**src/rtl/core/proth_primality_prover_macros.svh**
```systemverilog
// Assertion macros shared by the prover RTL.
// Included by modules that carry concurrent assertions; no other dependencies.
`ifndef PROTH_PRIMALITY_PROVER_MACROS_SVH
`define PROTH_PRIMALITY_PROVER_MACROS_SVH

// Implication checked on every clock edge outside reset.
`define PPP_ASSERT_IMP(label, clk, rst_n, ante, cons, msg) \
    label: assert property (@(posedge clk) disable iff (!rst_n) (ante) |-> (cons)) \
        else $error(msg);

// Next-cycle implication checked outside reset.
`define PPP_ASSERT_NXT(label, clk, rst_n, ante, cons, msg) \
    label: assert property (@(posedge clk) disable iff (!rst_n) (ante) |=> (cons)) \
        else $error(msg);

`endif

```
**src/rtl/core/pp_pkg.sv**
```systemverilog
// Shared types and constants for the Proth prover.
// No dependencies.
`timescale 1ns / 1ps
package pp_pkg;
    localparam logic [1:0] ST_PROVEN      = 2'd0;
    localparam logic [1:0] ST_NOT_PROVEN  = 2'd1;
    localparam logic [1:0] ST_UNSUPPORTED = 2'd2;

    localparam logic OP_PROVE  = 1'b0;
    localparam logic OP_VERIFY = 1'b1;

    // APB register address (byte address 0)
    localparam logic REG_MAX_WITNESS = 1'b0;

    localparam logic [63:0] MAX_WITNESS_RESET = 64'd1024;

    typedef enum logic [2:0] {
        DP_NONE  = 3'b001,
        DP_LOAD  = 3'b010,   // latch operands, form value
        DP_MUL   = 3'b100    // start one modular multiplication
    } t_dp_op;

    typedef struct packed {
        t_dp_op op;
        logic   sq;        // 1: base := base*base, 0: r := r*base
        logic   pow_init;  // r := 1, base := w, e := (N-1)/2
        logic   next_w;    // w := w + 1
    } t_cmd;

    typedef struct packed {
        logic mul_busy;
        logic e_zero;      // exponent exhausted
        logic e_lsb;
        logic e_last;      // exponent will be zero after shift
        logic res_hit;     // r == N-1
        logic w_at_limit;
        logic form_ok;
        logic claim_ok;
    } t_sts;
endpackage

```
**src/rtl/core/pp_datapath.sv**
```systemverilog
// Datapath: operand registers, bit-serial modular multiplier, exponent shifter.
// Depends on pp_pkg.
`timescale 1ns / 1ps
module pp_datapath #(
    parameter int WORD_BITS = 64
) (
    input  logic                 i_clk,
    input  logic                 i_rst_n,
    input  pp_pkg::t_cmd         i_cmd,
    input  logic [31:0]          i_multiplier_k,
    input  logic [5:0]           i_exponent_n,
    input  logic [63:0]          i_claimed_value,
    input  logic [63:0]          i_claimed_witness,
    input  logic [63:0]          i_claimed_residue,
    input  logic                 i_opcode,
    input  logic [63:0]          i_max_witness,
    output pp_pkg::t_sts         o_sts,
    output logic [WORD_BITS-1:0] o_n,
    output logic [WORD_BITS-1:0] o_w,
    output logic [WORD_BITS-1:0] o_r
);
    import pp_pkg::*;

    localparam int WB = WORD_BITS;
    localparam int CW = $clog2(WB + 1);

    logic [WB-1:0] r_n, r_w, r_lim, r_r, r_base, r_e;
    logic [WB-1:0] r_ma, r_mb, r_acc;
    logic          r_mbusy, r_msq;
    logic          r_form_ok, r_claim_ok;
    logic [CW-1:0] r_mcnt;

    // Form check on the incoming item
    logic [63:0]   k64, nval, lim_eff, nm1_64;
    logic          form_ok, claim_ok;
    logic [127:0]  shk;
    always_comb begin
        k64     = {32'd0, i_multiplier_k};
        shk     = {64'd0, k64} << i_exponent_n;
        form_ok = i_multiplier_k[0] && (i_exponent_n != 6'd0)
                  && (32'(i_exponent_n) < WB)
                  && (shk[127:64] == 64'd0) && ((k64 >> i_exponent_n) == 64'd0);
        nval    = shk[63:0] + 64'd1;
        if (WB < 64 && (nval >> WB) != 64'd0) form_ok = 1'b0;
        nm1_64  = nval - 64'd1;
        lim_eff = (i_max_witness < 64'd2) ? 64'd2 : i_max_witness;
        if (lim_eff > nm1_64) lim_eff = nm1_64;
        claim_ok = (i_claimed_witness >= 64'd2) && (i_claimed_value == nval)
                   && (i_claimed_witness < nval) && (i_claimed_residue == nm1_64);
    end

    // add_mod on reduced operands
    function automatic logic [WB-1:0] addm(input logic [WB-1:0] a, input logic [WB-1:0] b,
                                           input logic [WB-1:0] m);
        logic [WB-1:0] room;
        room = m - b;
        return (a >= room) ? (a - room) : (a + b);
    endfunction

    logic [WB-1:0] nm1;
    assign nm1 = r_n - WB'(1);

    always_ff @(posedge i_clk) begin
        if (!i_rst_n) begin
            r_mbusy <= 1'b0;
        end else begin
            if (i_cmd.op == DP_LOAD) begin
                r_n        <= nval[WB-1:0];
                r_lim      <= lim_eff[WB-1:0];
                r_form_ok  <= form_ok;
                r_claim_ok <= claim_ok;
                r_w        <= (i_opcode == OP_VERIFY) ? i_claimed_witness[WB-1:0] : WB'(2);
            end
            if (i_cmd.next_w) r_w <= r_w + WB'(1);
            if (i_cmd.pow_init) begin
                r_r    <= WB'(1);
                r_base <= r_w;        // w < N so already reduced
                r_e    <= nm1 >> 1;
            end
            if (i_cmd.op == DP_MUL) begin
                r_mbusy <= 1'b1;
                r_msq   <= i_cmd.sq;
                r_ma    <= r_base;
                r_mb    <= i_cmd.sq ? r_base : r_r;
                r_acc   <= '0;
                r_mcnt  <= CW'(WB);
                if (i_cmd.sq) r_e <= r_e >> 1;   // exponent steps with each square
            end else if (r_mbusy) begin
                // one bit of the multiplier a cycle, LSB first
                if (r_mb[0]) r_acc <= addm(r_acc, r_ma, r_n);
                r_ma   <= addm(r_ma, r_ma, r_n);
                r_mb   <= r_mb >> 1;
                r_mcnt <= r_mcnt - CW'(1);
                if (r_mcnt == CW'(1) || r_mb[WB-1:1] == '0) begin
                    r_mbusy <= 1'b0;
                    if (r_msq) r_base <= r_mb[0] ? addm(r_acc, r_ma, r_n) : r_acc;
                    else       r_r    <= r_mb[0] ? addm(r_acc, r_ma, r_n) : r_acc;
                end
            end
        end
    end

    assign o_sts.mul_busy   = r_mbusy;
    assign o_sts.e_zero     = (r_e == '0);
    assign o_sts.e_lsb      = r_e[0];
    assign o_sts.e_last     = (r_e[WB-1:1] == '0);
    assign o_sts.res_hit    = (r_r == nm1);
    assign o_sts.w_at_limit = (r_w >= r_lim);
    assign o_sts.form_ok    = r_form_ok;
    assign o_sts.claim_ok   = r_claim_ok;
    assign o_n = r_n;
    assign o_w = r_w;
    assign o_r = r_r;
endmodule

```
**src/rtl/core/pp_ctrl.sv**
```systemverilog
// Controller: sequences witness search and power evaluation.
// Depends on pp_pkg and the assertion macro header.
`timescale 1ns / 1ps
`include "proth_primality_prover_macros.svh"
module pp_ctrl #(
    parameter int WORD_BITS = 64
) (
    input  logic                 i_clk,
    input  logic                 i_rst_n,
    input  logic                 i_start,
    input  logic                 i_opcode,
    input  pp_pkg::t_sts         i_sts,
    input  logic [WORD_BITS-1:0] i_n,
    input  logic [WORD_BITS-1:0] i_w,
    input  logic [WORD_BITS-1:0] i_r,
    output pp_pkg::t_cmd         o_cmd,
    output logic                 o_busy,
    output logic                 o_done,
    output logic [1:0]           o_status,
    output logic [63:0]          o_candidate_value,
    output logic [63:0]          o_found_witness,
    output logic [63:0]          o_found_residue,
    output logic [63:0]          o_bases_tried
);
    import pp_pkg::*;

    typedef enum logic [6:0] {
        S_IDLE  = 7'b0000001,
        S_CHECK = 7'b0000010,
        S_INIT  = 7'b0000100,
        S_STEP  = 7'b0001000,
        S_WAIT  = 7'b0010000,
        S_EVAL  = 7'b0100000,
        S_DONE  = 7'b1000000
    } t_state;

    t_state r_state, n_state;
    logic   r_op, r_sq, n_sq;
    logic [63:0] r_tried, n_tried;
    logic [1:0]  r_status, n_status;
    logic [63:0] r_cand, r_fw, r_fr, n_cand, n_fw, n_fr;
    logic        r_done, n_done;

    always_comb begin
        n_state  = r_state;
        n_sq     = r_sq;
        n_tried  = r_tried;
        n_status = r_status;
        n_cand   = r_cand;
        n_fw     = r_fw;
        n_fr     = r_fr;
        n_done   = 1'b0;
        o_cmd    = '{op: DP_NONE, sq: 1'b0, pow_init: 1'b0, next_w: 1'b0};
        unique case (r_state)
            S_IDLE: begin
                if (i_start) begin
                    o_cmd.op = DP_LOAD;
                    n_state  = S_CHECK;
                end
            end
            S_CHECK: begin
                n_tried = '0; n_fw = '0; n_fr = '0;
                n_cand  = 64'(i_n);
                n_status = ST_NOT_PROVEN;
                if (!i_sts.form_ok) begin
                    n_cand   = '0;
                    n_status = (r_op == OP_PROVE) ? ST_UNSUPPORTED : ST_NOT_PROVEN;
                    n_state  = S_DONE;
                end else if (r_op == OP_VERIFY && !i_sts.claim_ok) begin
                    n_state = S_DONE;
                end else begin
                    n_state = S_INIT;
                end
            end
            S_INIT: begin
                o_cmd.pow_init = 1'b1;
                n_tried = r_tried + 64'd1;
                n_state = S_STEP;
            end
            S_STEP: begin
                // r*base when the exponent bit is set, then square if more bits remain
                if (!r_sq) begin
                    if (i_sts.e_zero) begin
                        n_state = S_EVAL;
                    end else if (i_sts.e_lsb) begin
                        o_cmd.op = DP_MUL; o_cmd.sq = 1'b0;
                        n_sq = 1'b1; n_state = S_WAIT;
                    end else begin
                        n_sq = 1'b1;
                    end
                end else begin
                    // the square also shifts the exponent; none after the top bit
                    n_sq = 1'b0;
                    if (i_sts.e_last) n_state = S_EVAL;
                    else begin
                        o_cmd.op = DP_MUL; o_cmd.sq = 1'b1; n_state = S_WAIT;
                    end
                end
            end
            S_WAIT: begin
                if (!i_sts.mul_busy) n_state = S_STEP;
            end
            S_EVAL: begin
                if (i_sts.res_hit) begin
                    n_status = ST_PROVEN;
                    n_fw = 64'(i_w); n_fr = 64'(i_r);
                    n_state = S_DONE;
                end else if (r_op == OP_VERIFY || i_sts.w_at_limit) begin
                    n_state = S_DONE;
                end else begin
                    o_cmd.next_w = 1'b1;
                    n_state = S_INIT;
                end
            end
            S_DONE: begin
                n_done  = 1'b1;
                n_state = S_IDLE;
            end
            default: n_state = S_IDLE;
        endcase
    end

    always_ff @(posedge i_clk) begin
        if (!i_rst_n) begin
            r_state <= S_IDLE;
            r_done  <= 1'b0;
            r_sq    <= 1'b0;
        end else begin
            r_state <= n_state;
            r_done  <= n_done;
            r_sq    <= n_sq;
        end
        if (r_state == S_IDLE && i_start) r_op <= i_opcode;
        r_tried  <= n_tried;
        r_status <= n_status;
        r_cand   <= n_cand;
        r_fw     <= n_fw;
        r_fr     <= n_fr;
    end

    assign o_busy            = (r_state != S_IDLE) || r_done;
    assign o_done            = r_done;
    assign o_status          = r_status;
    assign o_candidate_value = r_cand;
    assign o_found_witness   = r_fw;
    assign o_found_residue   = r_fr;
    assign o_bases_tried     = r_tried;

    `PPP_ASSERT_NXT(a_done_pulse, i_clk, i_rst_n, r_done, !r_done, "done held two cycles")
    `PPP_ASSERT_IMP(a_proven_hit, i_clk, i_rst_n, r_done && r_status == ST_PROVEN,
                    r_fw != 64'd0, "proven without witness")
    `PPP_ASSERT_IMP(a_wait_mul, i_clk, i_rst_n, r_state == S_EVAL, !i_sts.mul_busy,
                    "evaluation while multiplier busy")
endmodule

```
**src/rtl/core/proth_primality_prover.sv**
```systemverilog
// Proth prover: one request at a time; busy is high from the accepting edge through the
// one-cycle result strobe, so the next request is taken only once the strobe has dropped.
// Each witness costs a power evaluation of up to 2*WORD_BITS-3 bit-serial modular multiplies;
// prove mode repeats that for each base tried. The receiver cannot stall.
// Sync active-low reset returns to idle and max_witness to 1024.
`timescale 1ns / 1ps
module proth_primality_prover #(
    parameter int WORD_BITS = 64
) (
    input  logic        i_clk,
    input  logic        i_rst_n,
    input  logic        psel,
    input  logic        penable,
    input  logic        pwrite,
    input  logic        paddr,
    input  logic [63:0] pwdata,
    output logic [63:0] prdata,
    output logic        pready,
    input  logic        start,
    output logic        busy,
    input  logic        i_opcode,
    input  logic [31:0] i_multiplier_k,
    input  logic [5:0]  i_exponent_n,
    input  logic [63:0] i_claimed_value,
    input  logic [63:0] i_claimed_witness,
    input  logic [63:0] i_claimed_residue,
    output logic        o_valid,
    output logic [1:0]  o_status,
    output logic [63:0] o_candidate_value,
    output logic [63:0] o_found_witness,
    output logic [63:0] o_found_residue,
    output logic [63:0] o_bases_tried
);
    import pp_pkg::*;

    logic [63:0] r_max_witness;
    t_cmd        cmd;
    t_sts        sts;
    logic [WORD_BITS-1:0] dp_n, dp_w, dp_r;

    always_ff @(posedge i_clk) begin
        if (!i_rst_n) begin
            r_max_witness <= MAX_WITNESS_RESET;
        end else if (psel && penable && pwrite && pready && paddr == REG_MAX_WITNESS) begin
            r_max_witness <= pwdata;
        end
    end
    assign pready = 1'b1;
    assign prdata = (paddr == REG_MAX_WITNESS) ? r_max_witness : 64'd0;

    pp_datapath #(.WORD_BITS(WORD_BITS)) u_dp (
        .i_clk, .i_rst_n, .i_cmd(cmd),
        .i_multiplier_k, .i_exponent_n, .i_claimed_value,
        .i_claimed_witness, .i_claimed_residue, .i_opcode,
        .i_max_witness(r_max_witness),
        .o_sts(sts), .o_n(dp_n), .o_w(dp_w), .o_r(dp_r)
    );

    pp_ctrl #(.WORD_BITS(WORD_BITS)) u_ctrl (
        .i_clk, .i_rst_n, .i_start(start && !busy), .i_opcode,
        .i_sts(sts), .i_n(dp_n), .i_w(dp_w), .i_r(dp_r),
        .o_cmd(cmd), .o_busy(busy), .o_done(o_valid),
        .o_status, .o_candidate_value, .o_found_witness,
        .o_found_residue, .o_bases_tried
    );
endmodule
```
**config.mk**
```make
export PLATFORM = sky130hd
export DESIGN_NAME = proth_primality_prover
export DESIGN_NICKNAME = d
export VERILOG_FILES = /design/src/rtl/core/pp_pkg.sv /design/src/rtl/core/pp_datapath.sv /design/src/rtl/core/pp_ctrl.sv /design/src/rtl/core/proth_primality_prover.sv
export VERILOG_INCLUDE_DIRS = /design/src /design/src/rtl/core
export SDC_FILE = /design/constraint.sdc
export NUM_CORES = 2
export LEC_CHECK = 0
export BUFFER_PORTS_ARGS = -buffer_cell sky130_fd_sc_hd__buf_2
export CORE_ASPECT_RATIO = 0.8
export CORE_MARGIN = 2
export CORE_UTILIZATION = 56
export DETAILED_ROUTE_END_ITERATION = 10
export PLACE_DENSITY_LB_ADDON = 0.08
export SYNTH_ARGS = -nofsm -noshare
export SYNTH_HDL_FRONTEND = slang
export SYNTH_SLANG_ARGS = --single-unit
```
**constraint.sdc**
```tcl
create_clock -name i_clk -period 12.43 [get_ports i_clk]
set_input_delay 1.243 -clock i_clk [delete_from_list [all_inputs] [get_ports i_clk]]
set_output_delay 1.243 -clock i_clk [all_outputs]
set_load 0.02 [all_outputs]
```
Word level (Yosys, flattened, before mapping)
Cells that the tools add are included.

operators by class
  shifts and indexed selects = 2
  mux-type cells = 66
  add/subtract/negate cells = 11
  magnitude comparators = 7
  eq/ne operators = 18
  reduce and logical (&&, ||, !) cells = 33
  bitwise gates (word level) = 1

operators by type and width
  cell                     number
  $mux W64                 30
  $pmux W64 S2             3
  $add A64 B1 Y64 const B  3
  $eq A64 B64 Y1           3
  $ge A64 B64 Y1           3
  $logic_not A64 Y1        3
  $sub A64 B64 Y64         3
  $add A64 B64 Y64         2
  $shl A32 B6 Y128         1
  $sub A64 B1 Y64 const B  2
  $logic_not A63 Y1        2
  $mux W7                  10
  $ge A64 B2 Y1 const B    1
  $gt A64 B64 Y1           1
  $lt A64 B2 Y1 const B    1
  $lt A64 B64 Y1           1
  $shr A32 B6 Y64          1
  $pmux W7 S6              1
  $mux W4                  4
  $eq A7 B1 Y1 const B     2
  $logic_and A1 B1 Y1      12
  $mux W1                  11
  $reduce_and A2 Y1        5
  $mux W2                  4
  22 further kinds         29

word-level totals
  output and inout bits = 325
  logic and storage cells = 162
  register bits = 919

Depth between registers and ports, before layout
  depth in word-level cells = 9
  depth in mapped cells = 43

Modules after synthesis
Synthesis repeated with hierarchy kept, for this count alone.

unflattened totals
  cell total of the unflattened synthesis = 7695
  area, all modules = 70775.4 sq um

modules (own cells, without submodules)
  module                  cells an instance  times used  area an instance (sq um)
  pp_datapath             6528               1           56470.4
  pp_ctrl                 815                1           11253.3
  proth_primality_prover  352                1           3051.7

Least setup slack after synthesis
No wires, ideal clock.

  kind = flip-flop to flip-flop
  start point = register u_dp.r_n[12] (netlist: u_dp.o_n[12])
  end point = register u_ctrl.r_fr[0] (netlist: u_ctrl.o_found_residue[0]), enable pin
  path slack = -0.942 ns
  stages on the path, launching flop included = 14
  arrival time = 12.574 ns
  data required time = 11.631 ns
  path buffers = 0
  clock period less this slack = 13.372 ns
  setup time = 0.799 ns
  path through = edfxtp_1 > or4_1 > nor4_1 > nand3_1 > nor3b_1 > nand2_1 > or4_1 > xor2_1 > xnor2_1 > nor2_1 > nand4_1 > nor4_1 > nand4_1 > o21ai_0

between the ends
  cells in the longest elaborated chain, start to end = 4

RTL lines
  item                         RTL line            source
  from (decl)                  pp_datapath.sv:27   logic [WB-1:0] r_n, r_w, r_lim, r_r, r_base, r_e;
  from (signal assigned)       pp_datapath.sv:68   r_n <= nval[WB-1:0];
  $sub A64 B1 Y64              pp_datapath.sv:61   assign nm1 = r_n - WB'(1);
  $eq A64 B64 Y1               pp_datapath.sv:107  assign o_sts.res_hit = (r_r == nm1);
  $ne A2 B2 Y1 (no line)       -
  $reduce_and A2 Y1 (no line)  -
  to (signal assigned)         pp_ctrl.sv:138      r_fr <= n_fr;
  to (decl)                    pp_ctrl.sv:41       logic [63:0] r_cand, r_fw, r_fr, n_cand, n_fw, n_fr;

Every way passes these cells.
A chain may end at the register's enable or synchronous reset.

Worst setup path after layout
  start point = register u_dp.r_ma[1]
  end point = register u_dp.r_base[19], data pin

between the ends
  cells in the longest elaborated chain, start to end = 8
  elaborated cells on any way between the ends = 10

RTL lines
  item                                                       RTL line           source
  from (decl)                                                pp_datapath.sv:28  logic [WB-1:0] r_ma, r_mb, r_acc;
  from (signal assigned)                                     pp_datapath.sv:83  r_ma <= r_base;
  from (signal assigned)                                     pp_datapath.sv:91  r_ma <= addm(r_ma, r_ma, r_n);
  $sub A64 B64 Y64                                           pp_datapath.sv:56  room = m - b;
  $sub A64 B64 Y64 / $ge A64 B64 Y1 (equally long branches)  pp_datapath.sv:57  return (a >= room) ? (a - room) : (a + b);
  $mux W64 (*)                                               pp_datapath.sv:57
  $mux W64 (*) (2 in a row)                                  pp_datapath.sv:96  if (r_msq) r_base <= r_mb[0] ? addm(r_acc, r_ma, r_n) : r_acc;
  $mux W64 (*)                                               pp_datapath.sv:94  if (r_mcnt == CW'(1) || r_mb[WB-1:1] == '0) begin
  $mux W64 (*)                                               pp_datapath.sv:88  end else if (r_mbusy) begin
  $mux W64 (*)                                               pp_datapath.sv:80  if (i_cmd.op == DP_MUL) begin
  to (signal assigned)                                       pp_datapath.sv:77  r_base <= r_w;
  to (signal assigned)                                       pp_datapath.sv:96
  to (decl)                                                  pp_datapath.sv:27

Every way passes the cells marked *; elsewhere a longest branch is shown, timed or not.

==> flow_metrics.py <==
metrics = {
    "clocking": {
        "clk_pin_slew_ns": 0.06,
        "cts_tree": "built",
        "htreeDepth": 3,
        "clock_latency_ns": 0.75,
        "clock_tree.root_cell": "clkbuf_16",
        "clock_path_buffers": 3,
        "clock-sinks": 919,
        "numCtsBuffers": 99,
        "post_cts_buffers": 0,
        "ctsResizeCount": 0,
        "ctsHoldBuffers": 0,
    },
    "yosys": {
        "synthAdderAreaFrac_pct": 7.95,
        "ys_ff_latch": 919,
        "synth-xor-area-share_pct": 7.90,
        "ys_seq_area_share_pct": 38.0,
        "synth_fp_nets": 8601,
        "async_reset_ff_share_pct": 0,
        "syn_area_um2": 70600,
        "synthMuxAreaShare_pct": 5.34,
        "synth-edff-count": 845,
        "synth_compound_area_share_pct": 16.4,
        "ys.flop_type": "edfxtp_1",
        "synth_top_family_by_area": "simple AND/OR/NAND/NOR gates",
        "synthTopCellsByArea": "edfxtp_1 (36%), ha_1 (7.8%), nand2_1 (4.7%), a21oi_1 (4.6%), xnor2_1 (4.3%)",
        "synth_top_cell_by_area": "edfxtp_1",
        "synthSimpleGateAreaFrac_pct": 19.9,
        "synth_cell_types": 114,
        "postSynthCellCount": 7856,
        "ys_warn_count": 0,
        "synth_top_cell_area_share_pct": 35.9,
        "syn_area_per_cell_um2": 8.99,
    },
    "drt": {
        "viasPerCell": 6.69,
        "drc": 0,
        "drt-pass1-iter-count": 7,
        "vias": 67053,
        "routed_wl_um": 298000,
        "antenna_left": 0,
        "drt_iter0_drc": 10432,
        "wire_per_inst_um": 29.7,
    },
    "power": {
        "ir_drop_v": 0.000127,
        "internal_power_mw": 6.73,
        "swShare_pct": 36.8,
        "seqPwrFrac_pct": 37.2,
        "clkPwrFrac_pct": 29.9,
        "p_comb_share_pct": 32.9,
        "switching_power_mw": 3.92,
        "power_leakage_nw": 31.6,
        "p_per_area_nw_per_um2": 136,
    },
    "timing": {
        "hold_violations": 0,
        "tightest_slew_ns": 1.32,
        "clock_skew_ns": 0.0462,
        "holdWs_ns": 0.488,
        "slew_violations": 0,
        "period_share_pct": 75.6,
        "rsz0062_at_grt": "false",
        "clock.fmax_ghz": 0.106,
        "fin_tns_setup_ns": 0,
        "fin_crit_ns": 9.40,
        "setup_violations": 0,
        "slew_headroom_pct": 11.0,
    },
    "critical_path": {
        "cp.arrival_ns": 9.97,
        "r2r_start": "u_dp.r_ma[1]",
        "crit_top_cell": "o21ai_0",
        "cp_max_fo": 83,
        "path_class": "register to register",
        "r2r_end": "u_dp.r_base[19]",
        "cp-start-kind": "register",
        "cp-end-kind": "register",
        "worstRegToRegCells": 33,
        "cp_slowest_cell": "o41ai_1",
        "crit_required_ns": 13.00,
        "rrSetupSlack_ns": 3.03,
        "slowest_delay_ns": 0.55,
    },
    "die": {
        "placement_rows": 116,
        "die_h_um": 322,
        "die-area_um2": 129000,
        "chipWidth_um": 401,
        "initial_utilization_pct": 56.4,
        "ios": 627,
        "coreArea_um2": 125000,
    },
    "cells_and_area": {
        "nFillCells": 10634,
        "areaGrowthSynthToFinish_pct": 11.2,
        "stdcell_count": 10028,
        "utilization_pct": 62.7,
        "finalNetCount": 9016,
        "final_area_um2": 78500,
        "drive_above_1_share_pct": 12.9,
    },
    "global_route": {
        "grt_max_degree": 193,
        "grt_overflow": 0,
        "antenna_found_initial": 55,
        "grt_usage_pct": 44.5,
        "grt_pass1_wl_um": 422000,
        "first_global_vias": 61098,
    },
    "placement": {
        "dpl_cell_area_um2": 75000,
        "dp.cells": 9821,
        "io_buffers": 625,
        "dp.final_hpwl_um": 234000,
        "place_congestion": 1.11,
    },
    "hold_path": {
        "hp-start": "u_ctrl.r_sq",
        "holdPathEnd": "u_ctrl.r_sq",
        "min_path_cells": 2,
        "hold_class": "register to register",
    },
    "status": {
        "status": "completed",
    },
    "job": {
        "cap_viol_max_count": 0,
    },
}
==> Yosys cell counts (all sizes together) (37+ instances only) <==
master  count
mux2i     230
and2      252
a211oi     38
o21a       37
edfxtp    845
nor2b      97
a21o      225
inv       365
a21oi     652
clkbuf    355
nor4      127
nand2b     78
o21ai     480
and3      113
mux2       57
nand4     147
o211ai     44
xor2      266
nor2      675
xnor2     352
o21bai     46
dfxtp      74
a31oi      67
buf        65
nand3     207
nor3      114
o22ai      37
ha        439
or3        39
nand2     877
==> power by group through the flow <==
stage | Sequential [mW] | Clock, mW | Combinational [mW]
floorplan | 3.94 | 0 | 2.27
global placement | 4.00 | 0 | 3.31
detailed placement | 4.01 | 0 | 3.36
CTS | 3.94 | 3.18 | 3.39
global route | 3.97 | 3.29 | 3.75
finish | 3.97 | 3.18 | 3.51
==> how the worst max path moves through the flow <==
stage / to / slack, ns / start / depth (start not counted)
3_5_place_dp: u_dp.r_lim[9] / 2.64 / i_exponent_n[1] / 22
2_1_floorplan: u_dp.r_acc[0] / 1.64 / i_rst_n / 4
6_report: u_dp.r_base[19] / 3.03 / u_dp.r_ma[1] / 33
4_1_cts: u_dp.o_r[58] / 3.32 / u_dp.r_ma[1] / 32
3_3_place_gp: u_dp.r_lim[5] / 2.83 / i_exponent_n[1] / 21
5_1_grt: u_dp.o_r[58] / 2.49 / u_dp.r_ma[1] / 32
==> final cells by class <==
type | count | area, µm² | area share (%)
Multi-Input combinational cell | 6151 | 40800 | 51.9
Sequential cell | 919 | 26900 | 34.2
Timing Repair Buffer | 734 | 3980 | 5.07
Clock buffer | 135 | 2800 | 3.56
Tap cell | 1652 | 2070 | 2.63
Inverter | 366 | 1380 | 1.75
Clock inverter | 51 | 623 | 0.794
Antenna cell | 20 | 50.0 | 0.0638
==> sequential cells by signal, indices dropped and copies added (netlist names), 2 cells and up <==
signal                    flops
u_ctrl.o_found_witness       64
r_max_witness                64
u_dp.o_w                     64
u_dp.r_mcnt                   7
u_dp.r_base                  64
u_ctrl.r_state                7
u_ctrl.o_candidate_value     64
u_ctrl.o_status               2
u_dp.r_e                     64
u_ctrl.o_found_residue       64
u_dp.r_lim                   64
u_dp.r_mb                    64
u_ctrl.o_bases_tried         64
u_dp.r_ma                    64
u_dp.o_n                     64
u_dp.r_acc                   64
u_dp.o_r                     64
==> through the flow <==
step	setup WS, ns	power (mW)
finish	3.03	10.7
global placement	2.83	7.32
detailed placement	2.64	7.37
global route	2.49	11.0
CTS	3.32	10.5
floorplan	1.64	6.21
==> cells in the final DEF (no fill, tap or decap), drive strengths merged, types with 38 or more instances in the layout <==
cell    synthesis  layout
nor2          675     675
o21ai         480     480
and3          113     113
dfxtp          74      74
nand4         147     147
nand3         207     207
o211ai         44      44
a211oi         38      38
ha            439     439
a21o          225     225
edfxtp        845     845
o21bai         46      46
nor3          114     114
and2          252     252
nand2         877     877
nand2b         78      78
or3            39      39
clkbuf        355     136
nor2b          97      97
a31oi          67      67
mux2           57      57
xnor2         352     352
a21oi         652     652
nor4          127     127
mux2i         230     230
buf            65     733
xor2          266     266
inv           365     371
==> routing by layer <==
layer	wire [µm]	global-route usage (%)
met2	120000	62.0
met1	119000	63.1
met5	534	1.05
met3	41400	12.1
met4	17600	22.8
==> worst max-delay path, delay by kind of cell (launching register included) <==
family,cells,cell delay (ns)
and+or+nand+nor,9,1.40
adders and majority gates,2,0.56
buffers and inverters,3,0.91
xor gates and xnor gates,1,0.43
AOI/OAI and AO/OA,18,5.37
DFF,1,0.48
==> logic make-up (layout without fill, tap and decap cells) <==
kind of cell    after synthesis  count (layout)
simple gates               2867            2867
compound gates             1891            1891
flops                       919             919
buf+inv                     786            1286
xor+xnor                    622             622
fa+ha+maj                   447             447
mux                         323             323
other cells                   1              21
Power figures use the tool's default switching activity.
